File: src/sv/dlog_pkg.sv
package dlog_pkg;

   localparam int VAL_W       = 24;
   localparam int PROD_W      = 2 * VAL_W;
   localparam int TABLE_DEPTH = 4096;
   localparam int ADDR_W      = $clog2(TABLE_DEPTH);
   localparam int IDX_W       = ADDR_W + 1;
   localparam int SQ_BIT_W    = $clog2(IDX_W);
   localparam int DIV_CNT_W   = $clog2(PROD_W + 1);
   localparam int CSR_IDX_W   = 2;
   localparam int STATUS_W    = 2;

   localparam logic [CSR_IDX_W-1:0] REG_BASE    = 2'd0;
   localparam logic [CSR_IDX_W-1:0] REG_MODULUS = 2'd1;

   localparam logic [STATUS_W-1:0] ST_FOUND = 2'd0;
   localparam logic [STATUS_W-1:0] ST_MISS  = 2'd1;
   localparam logic [STATUS_W-1:0] ST_NOINV = 2'd2;

   typedef enum logic [4:0] {
      OP_NONE,
      OP_LATCH,
      OP_NOINV,
      OP_DIV_BASE,
      OP_TAKE_A,
      OP_DIV_EUC,
      OP_TAKE_Q,
      OP_MUL_QS,
      OP_MUL_TA,
      OP_MUL_GI,
      OP_MUL_CG,
      OP_DIV_PROD,
      OP_TAKE_S,
      OP_TAKE_T,
      OP_TAKE_G,
      OP_TAKE_CG,
      OP_SQ_INIT,
      OP_SQ_STEP,
      OP_SQ_FIN,
      OP_G_INIT,
      OP_DIV_TGT,
      OP_TAKE_C,
      OP_SCAN,
      OP_GIANT,
      OP_FOUND,
      OP_MISS
   } op_type;

   typedef struct packed {
      op_type op;
   } cmd_type;

   typedef struct packed {
      logic n_small;
      logic cfg_wr;
      logic div_done;
      logic r1_zero;
      logic r0_one;
      logic sq_last;
      logic cnt_lt_m;
      logic scan_hit;
      logic scan_end;
      logic last_giant;
   } stat_type;

endpackage

File: src/sv/dlog_ctrl.sv
module dlog_ctrl (
   input  logic               clock,
   input  logic               reset,
   input  logic               start,
   output logic               busy,
   input  dlog_pkg::stat_type stat,
   output dlog_pkg::cmd_type  cmd
);

   typedef enum logic [16:0] {
      S_IDLE     = 17'h00001,
      S_RED_GO   = 17'h00002,
      S_RED_WAIT = 17'h00004,
      S_EUC_CHK  = 17'h00008,
      S_EUC_GO   = 17'h00010,
      S_EUC_WAIT = 17'h00020,
      S_SQ_STEP  = 17'h00040,
      S_SQ_FIN   = 17'h00080,
      S_TBL_CHK  = 17'h00100,
      S_GF_CHK   = 17'h00200,
      S_TGT_GO   = 17'h00400,
      S_TGT_WAIT = 17'h00800,
      S_SCAN     = 17'h01000,
      S_MUL      = 17'h02000,
      S_MOD_GO   = 17'h04000,
      S_MOD_WAIT = 17'h08000,
      S_SPARE    = 17'h10000
   } state_type;

   typedef enum logic [1:0] {K_QS, K_TA, K_GI, K_CG} kind_type;

   state_type state_ff, state_in;
   kind_type  kind_ff, kind_in;
   logic      ready_ff, ready_in;

   always_comb begin
      state_in = state_ff;
      kind_in  = kind_ff;
      ready_in = ready_ff;
      cmd.op   = dlog_pkg::OP_NONE;
      unique case (state_ff)
         S_IDLE: begin
            if (start) begin
               if (stat.n_small) cmd.op = dlog_pkg::OP_NOINV;
               else begin
                  cmd.op   = dlog_pkg::OP_LATCH;
                  state_in = S_RED_GO;
               end
            end
         end
         S_RED_GO: begin
            cmd.op   = dlog_pkg::OP_DIV_BASE;
            state_in = S_RED_WAIT;
         end
         S_RED_WAIT: begin
            if (stat.div_done) begin
               cmd.op   = dlog_pkg::OP_TAKE_A;
               state_in = S_EUC_CHK;
            end
         end
         S_EUC_CHK: begin
            if (!stat.r1_zero) state_in = S_EUC_GO;
            else if (!stat.r0_one) begin
               cmd.op   = dlog_pkg::OP_NOINV;
               ready_in = 1'b0;
               state_in = S_IDLE;
            end else if (ready_ff) state_in = S_TGT_GO;
            else begin
               cmd.op   = dlog_pkg::OP_SQ_INIT;
               state_in = S_SQ_STEP;
            end
         end
         S_EUC_GO: begin
            cmd.op   = dlog_pkg::OP_DIV_EUC;
            state_in = S_EUC_WAIT;
         end
         S_EUC_WAIT: begin
            if (stat.div_done) begin
               cmd.op   = dlog_pkg::OP_TAKE_Q;
               kind_in  = K_QS;
               state_in = S_MUL;
            end
         end
         S_SQ_STEP: begin
            cmd.op = dlog_pkg::OP_SQ_STEP;
            if (stat.sq_last) state_in = S_SQ_FIN;
         end
         S_SQ_FIN: begin
            cmd.op   = dlog_pkg::OP_SQ_FIN;
            state_in = S_TBL_CHK;
         end
         S_TBL_CHK: begin
            if (stat.cnt_lt_m) begin
               kind_in  = K_TA;
               state_in = S_MUL;
            end else begin
               cmd.op   = dlog_pkg::OP_G_INIT;
               state_in = S_GF_CHK;
            end
         end
         S_GF_CHK: begin
            if (stat.cnt_lt_m) begin
               kind_in  = K_GI;
               state_in = S_MUL;
            end else begin
               ready_in = 1'b1;
               state_in = S_TGT_GO;
            end
         end
         S_TGT_GO: begin
            cmd.op   = dlog_pkg::OP_DIV_TGT;
            state_in = S_TGT_WAIT;
         end
         S_TGT_WAIT: begin
            if (stat.div_done) begin
               cmd.op   = dlog_pkg::OP_TAKE_C;
               state_in = S_SCAN;
            end
         end
         S_SCAN: begin
            if (stat.scan_hit) begin
               cmd.op   = dlog_pkg::OP_FOUND;
               state_in = S_IDLE;
            end else if (stat.scan_end) begin
               if (stat.last_giant) begin
                  cmd.op   = dlog_pkg::OP_MISS;
                  state_in = S_IDLE;
               end else begin
                  cmd.op   = dlog_pkg::OP_GIANT;
                  kind_in  = K_CG;
                  state_in = S_MUL;
               end
            end else cmd.op = dlog_pkg::OP_SCAN;
         end
         S_MUL: begin
            unique case (kind_ff)
               K_QS:    cmd.op = dlog_pkg::OP_MUL_QS;
               K_TA:    cmd.op = dlog_pkg::OP_MUL_TA;
               K_GI:    cmd.op = dlog_pkg::OP_MUL_GI;
               default: cmd.op = dlog_pkg::OP_MUL_CG;
            endcase
            state_in = S_MOD_GO;
         end
         S_MOD_GO: begin
            cmd.op   = dlog_pkg::OP_DIV_PROD;
            state_in = S_MOD_WAIT;
         end
         S_MOD_WAIT: begin
            if (stat.div_done) begin
               unique case (kind_ff)
                  K_QS: begin
                     cmd.op   = dlog_pkg::OP_TAKE_S;
                     state_in = S_EUC_CHK;
                  end
                  K_TA: begin
                     cmd.op   = dlog_pkg::OP_TAKE_T;
                     state_in = S_TBL_CHK;
                  end
                  K_GI: begin
                     cmd.op   = dlog_pkg::OP_TAKE_G;
                     state_in = S_GF_CHK;
                  end
                  default: begin
                     cmd.op   = dlog_pkg::OP_TAKE_CG;
                     state_in = S_SCAN;
                  end
               endcase
            end
         end
         default: state_in = S_IDLE;
      endcase
      // table is rebuilt after any write to the base or modulus register
      if (stat.cfg_wr) ready_in = 1'b0;
   end

   always_ff @(posedge clock) begin
      kind_ff <= kind_in;
      if (reset) begin
         state_ff <= S_IDLE;
         ready_ff <= 1'b0;
      end else begin
         state_ff <= state_in;
         ready_ff <= ready_in;
      end
   end

   assign busy = state_ff != S_IDLE;

endmodule

File: config.mk
export PLATFORM = sky130hd
export DESIGN_NAME = dlog_ctrl
export DESIGN_NICKNAME = d
export VERILOG_FILES = /design/src/sv/dlog_pkg.sv /design/src/sv/dlog_ctrl.sv
export SDC_FILE = /design/constraint.sdc
export NUM_CORES = 1
export LEC_CHECK = 0
export CORE_UTILIZATION = 35
export DETAILED_ROUTE_END_ITERATION = 10
export DONT_BUFFER_PORTS = 1
export GPL_ROUTABILITY_DRIVEN = 0
export HOLD_SLACK_MARGIN = 0.15
export PLACE_DENSITY_LB_ADDON = 0.08
export SLEW_MARGIN = 0
export SYNTH_ARGS = -nofsm -noshare
export SYNTH_HDL_FRONTEND = slang
export SYNTH_SLANG_ARGS = --single-unit
export TNS_END_PERCENT = 1
File: constraint.sdc
create_clock -name clock -period 6.56 [get_ports clock]
set_clock_uncertainty 0.2 [all_clocks]
set_input_delay 1.64 -clock clock [delete_from_list [all_inputs] [get_ports clock]]
set_output_delay 1.64 -clock clock [all_outputs]
set_load 0.05 [all_outputs]
==> summary.md, run 1 <==
| Metric | Value |
|---|---|
| Main combinational cell family by area after synthesis | simple AND/OR/NAND/NOR gates |
| IO Count | 19 |
| Tmin final | 4770 ps |
| Initial antenna violation count | 0 |
| Post-synthesis mux area share | 0% |
| H-tree depth | 1 |
| DP HPWL | 3.41 mm |
| Avg WL per Cell | 19.6 um |
| Chip height | around 67 um |
| Post-synth EDFFs | 2 |
| Setup TNS | 0 ps |
| Pwr per Cell Area | roughly 240 nW/um^2 |
| Critical path fanouts, max | 8 |
| Total clock sinks | 19 |
| Post-Syn Instances | 185 |
| Number of global-route vias before repair | approximately 1400 |
| Seq cells post-synth | 19 |
| Area grow syn2layout | 5.21% |
| Multi-input combinational cell area | 1000 um^2 |
| Worst setup path class | reg2out |
| # Max-Cap Violations | 0 |
| Tot GR Track Use | ~22% |
| Cts hold-fix bufs | 0 |
| Vias post-DR | 1486 |
| RSZ-0062 raised after global routing | no |
| # port buffers | 0 |
| Clock Tree Buf Depth | 2 |
| Slowest cell on the critical path | nand4_1 |
| Leak Pwr | 0.601 nW |
| Gr ovfl total | 0 |
| Root buffer cell | clkbuf_8 |
| HP Class | reg2reg |
| DRC errors left | 0 |
| Slew HR | 26.9% |
| Clk_lat worst skew | 260 ps |
| Via/cell ratio | 6.35 |
| Min Hold Slack | ~350 ps |
| Nature of the critical path endpoint | output pin |
| Post-Syn Area | 1460 um^2 |
| Status | complete, no violations |
| Layout fillers | approximately 420 |
| FP Rows | 23 |
| Worst vdd ir | 142 uV |
| Top-area cell type share of the netlist area | 23.2% |
| DIE WIDTH | approximately 67 um |
| Simple-gate share of the synthesized area | 43.2% |
| Worst-Margin Slew | 1090 ps |
| Area leader, netlist | dfxtp_1 |
| CTS tree | built |
| Largest net degree at the start of global routing | 15 |
| Post-Synth XOR/XNOR Area | 2.39% |
| Post-Route WL | 4.59 mm |
| Avg Inst Size Synth | 7.91 um^2 |
| YS warnings | 0 |
| Fin. Hold Viols | 0 |
| Layout net count | 203 |
| Antenna diode count | 0 |
| Post-CTS setup buffers | 0 |
| CTS clk-pin slew, worst paths | 70 ps |
| Drt first-iter violations | around 130 |
| Top FF cell, synth | dfxtp_1 |
| Syn Nets | 203 |
| Largest cells by area after synthesis | dfxtp_1, nor2_1, ha_1, nand4_1, nor4b_1 |
| Core area | 4000 um^2 |
| Worst path arrival time | 2930 ps |
| Buf/Inv on CP | 0 |
| Synth Area in Compound Gates | 18.5% |
| Crit-path leading delay family | simple AND/OR/NAND/NOR gates |
| First-pass GRT wire length | 7.23 mm |
| CP Cell Sequence | nor4_4 > nand4_1 > o221ai_1 > a221oi_1 > nand2_1 |
| Async set or reset register ratio after synthesis | 0% |
| Worst R2R Setup Slack | 3660 ps |
| Sequential fraction of the synthesis area | 27.4% |
| DP Cell Count | 230 |
| Final setup viols | 0 |
| Reg area | 400 um^2 |
| Share of cells above drive strength 1 | 5.98% |
| Adder-cell area share of the yosys netlist | 4.27% |
| Full die area | 4440 um^2 |
| Starting Density | 36.6% |
| Post_cts resized | 0 |
| Fmax | 0.210 GHz |
| Crit path largest cell delay | around 760 ps |
| Fin crit share | 72.7% |
| CP Launch Type | flip-flop |
| Drt first pass iters | 5 |
| Count of cell types in the netlist | 51 |
| Clock buffer count from CTS | 3 |
| Pins Over Slew Limit | 0 |
| Final non-filler cell total | 234 |
| Required @ worst endpoint | 4720 ps |
| Post-route ant nets | 0 |
through the flow:
step / util [%] / worst slack, ps / power (mW) / instance area, um^2
6_report: 38.5 / 1790 / 0.369 / 1540
5_1_grt: 38.5 / 1690 / 0.390 / 1540
4_1_cts: 38.5 / 1820 / 0.368 / 1540
3_5_place_dp: 37.3 / 1860 / 0.284 / 1490
3_3_place_gp: 37.3 / 1870 / 0.284 / 1490
2_1_floorplan: - / 2000 / 0.254 / 1460
final timing paths:
path                     from           end  depth (start not counted)
hold reg to reg      ready_ff  state_ff[10]                          2
setup reg to reg  state_ff[8]   state_ff[0]                          6
hold / removal       ready_ff  state_ff[10]                          2
setup / recovery  state_ff[8]        cmd[0]                          5
layout make-up:
cell class	count	share of cell area, %
clock buffers	3	2.68
clock inverters	1	0.325
inverters	4	0.975
multi-input cells	155	65.0
flip-flops and latches	19	26.0
well taps	50	4.06
repair buffers	2	0.975
worst min-delay path, stage by stage (launching register included):
cell,delay [ps]
dfxtp_1,370
a21oi_1,80
nor2_1,70
registers in the layout, summed over array words and instances, names as in the netlist:
register and flops:
kind_ff 2, ready_ff 1, state_ff 16
power by group:
part / switching, mW / internal (mW)
Combinational: 0.110 / 0.0429
Sequential: 0.00815 / 0.123
Clock: 0.0428 / 0.0424
Total: 0.161 / 0.208
cells in the mapped netlist, types with 3 or more instances:
cell,instances
and4_1,3
nand3_1,4
nand4b_1,3
o21ai_0,5
inv_1,4
nor4b_1,7
a22oi_1,4
a21oi_1,11
nor2_1,28
nand3b_1,3
o211ai_1,3
or4_1,3
nand2b_1,3
dfxtp_1,17
nand2_1,16
nor2b_1,6
nand4_1,10
ha_1,5
nor3_1,6
and3_1,4
per-layer routing:
metal	vias up	track usage (%)	wire length [um]
met2	79	33.7	2090
li1	701	-	-
met5	-	0	0
met4	0	7.71	76
met1	696	30.9	2020
met3	10	4.28	405
cell usage in the layout (no fill, tap or decap), types with 2 or more instances in the layout:
master and count:
nand3b_1 3, xor2_1 2, o2111ai_1 2, nor3_1 6, o211ai_1 3, a21oi_1 11, clkbuf_8 3, o21ai_0 5
ha_1 5, and2_1 2, nor2b_1 6, and4_1 3, nor4_4 2, nand4_1 10, dfxtp_1 17, nand3_1 4
edfxtp_1 2, a21o_1 2, buf_4 2, and3_1 4, nor4b_1 7, xnor2_1 2, inv_1 4, a22oi_1 4
nand2_1 16, nand2b_1 3, nand4b_1 3, nor2_1 28, or4_1 3
cells by family (layout without fill, tap and decap cells):
kind of cell | count (synthesis) | after routing
AOI/OAI and AO/OA | 39 | 39
xor gates and xnor gates | 4 | 4
adders and majority gates | 5 | 5
buffers and inverters | 11 | 10
DFF | 19 | 19
and+or+nand+nor | 107 | 107
(Power assumes the default switching activity.)
==> inputs of run 2 (changes only) <==
==> constraint.sdc (replaced) <==
create_clock -name clock -period 5 [get_ports clock]
set_clock_uncertainty 0.2 [all_clocks]
set_input_delay 1.25 -clock clock [delete_from_list [all_inputs] [get_ports clock]]
set_output_delay 1.25 -clock clock [all_outputs]
set_load 0.05 [all_outputs]
==> run 2 against run 1 <==
Net effect:
- combinational power is 33% higher
- sequential power is 31% higher
- clock power is 31% higher
- critical endpoint is now cmd[4]
- sequential share of layout area is 0.25 points lower
- flip-flop and latch count stayed put
- count of clock-buffer cells in the layout stayed put
- design area is 0.97% higher
- non-clock buffer count is 2 higher
- global-route usage is 0.56 points lower
==> summary.md, run 2 (same netlist as run 1, synthesis figures left out) <==
| Metric | Value |
|---|---|
| Setup crit start | state_ff[12] |
| Design area | approximately 1600 um^2 |
| Met2 global-route usage | between 30% and 40% |
| Most common cell after layout, fill and taps aside | nor2_1 |
| Worst vdd ir | 214 uV |
| Tmin final | 4030 ps |
| Post-Route WL | ~4.4 mm |
| Post-CTS setup buffers | 0 |
| Core area | ~4000 um^2 |
| Via/cell ratio | 6.19 |
| Starting Density | a little over a third |
| Clock Tree Buf Depth | 2 |
| P_int | roughly 0.28 mW |
| Gr ovfl total | 0 |
| Share of cells above drive strength 1 | 6.99% |
| WHS Path Cells | 2 |
| Number of global-route vias before repair | 1359 |
| Buf/Inv on CP | 0 |
| Slowest cell on the critical path | nor4_4 |
| Combinational Power Share | 41.8% |
| Fin. Hold Viols | 0 |
| Sequential share of power | 35.3% |
| Crit-path leading delay family | simple AND/OR/NAND/NOR gates |
| Clock buffer count from CTS | 3 |
| Post-route ant nets | 0 |
| Crit path to | cmd[4] |
| Biggest register | state_ff |
| Setup TNS | 0 ps |
| Largest registers | state_ff x16, kind_ff x2, ready_ff x1 |
| CTS tree | built |
| Fmax | 0.248 GHz |
| Grt met3 use | 2.91% |
| Initial antenna violation count | 0 |
| CP Cell Sequence | nor4_4 > nand2_1 > nor2_1 > nand4b_1 > nand4_1 > nand3b_1 |
| H-tree depth | 1 |
| Tot GR Track Use | ~22% |
| Dpl cell area | 1510 um^2 |
| Total clock sinks | 19 |
| Full die area | 4440 um^2 |
| HP Class | reg2reg |
| Pins Over Slew Limit | 0 |
| CTS clk-pin slew, worst paths | approximately 80 ps |
| IO Count | 19 |
| Sw Share | 42.5% |
| Most frequent cells in the layout | nor2_1, dfxtp_1, nand2_1 |
| FF-to-FF End | state_ff[13] |
| Layout net count | 205 |
| FP Rows | 23 |
| Clk pwr share | 22.9% |
| DP HPWL | 3.42 mm |
| RSZ-0062 raised after global routing | no |
| R2r worst-path depth | 6 |
| CP Launch Type | flip-flop |
| Status | complete, no violations |
| Critical path depth | 6 |
| Critical path fanouts, max | 9 |
| Post_cts resized | 0 |
| Max FFs per register | 16 |
| Vias post-DR | 1460 |
| Drt first pass iters | 4 |
| Chip height | 66.7 um |
| Layer with the highest usage | met2 |
| Required @ worst endpoint | 3550 ps |
| First-pass GRT wire length | 7.04 mm |
| Nature of the critical path endpoint | output pin |
| Crit path largest cell delay | 540 ps |
| Worst R2R Setup Slack | approximately 2100 ps |
| Final setup viols | 0 |
| Leak Pwr | around 0.61 nW |
| Cts hold-fix bufs | 0 |
| Antenna diode count | 0 |
| Sw Pwr | 0.208 mW |
| # port buffers | 0 |
| Pwr per Cell Area | roughly 310 nW/um^2 |
| DIE WIDTH | about 67 um |
| Worst path arrival time | 2580 ps |
| # Max-Cap Violations | 0 |
| Clk_lat worst skew | approximately 260 ps |
| Min Hold Slack | between 300 and 400 ps |
| Met1 Use GR | 30.8% |
| Slew HR | 56.7% |
| Area grow syn2layout | 6.24% |
| Root buffer cell | clkbuf_8 |
| Worst setup path class | reg2out |
| Avg WL per Cell | 18.8 um |
| Drt first-iter violations | 82 |
| R2R Path Start | state_ff[12] |
| Worst-Margin Slew | between 600 and 700 ps |
| DRC errors left | 0 |
| Fin crit share | 80.6% |
| Largest net degree at the start of global routing | 15 |
[run 2: power groups by stage]
stage                     Sequential [mW]  Combinational (mW)  Clock (mW)
after global placement              0.175               0.206           0
after global routing                0.173               0.225       0.119
final                               0.172               0.204       0.112
after CTS                           0.172               0.203       0.112
after detailed placement            0.176               0.202           0
after floorplan                     0.173               0.160           0
[run 2: layer usage]
layer	part of all wire, %	routed length (um)
met5	0	0
met4	0.99	44
met3	8.4	373
met2	46	2030
met1	45	1990
[run 2: worst min-delay path by stage]
stage | to | slack, ps | startpoint
detailed placement | state_ff[10] | 310 | ready_ff
global route | state_ff[10] | 370 | ready_ff
CTS | state_ff[10] | 330 | ready_ff
global placement | state_ff[10] | 310 | ready_ff
floorplan | state_ff[10] | 280 | ready_ff
finish | state_ff[10] | 340 | ready_ff
[run 2: area by class of cell]
cell class,count,area [um^2]
Clock buffer,3,41.3
Multi-Input combinational cell,155,1000
Clock inverter,1,5.00
Tap cell,50,62.6
Fill cell,428,2440
Sequential cell,19,400
Inverter,4,15.0
Timing Repair Buffer,4,30.0
[run 2: worst reg2reg max path, delay by kind of cell (launching register included)]
| kind | cells | cell delay, ps |
|---|---|---|
| compound gates | 3 | 670 |
| flops | 1 | 420 |
| simple gates | 3 | 1430 |
[run 2: stage by stage]
step	std cells	util [%]	power [mW]	worst slack (ps)
after floorplan	185	-	0.333	1160
after global placement	232	37.7	0.380	1080
after detailed placement	232	37.7	0.378	1090
after CTS	236	38.9	0.487	969
after global routing	236	38.9	0.516	794
final	236	38.9	0.488	969
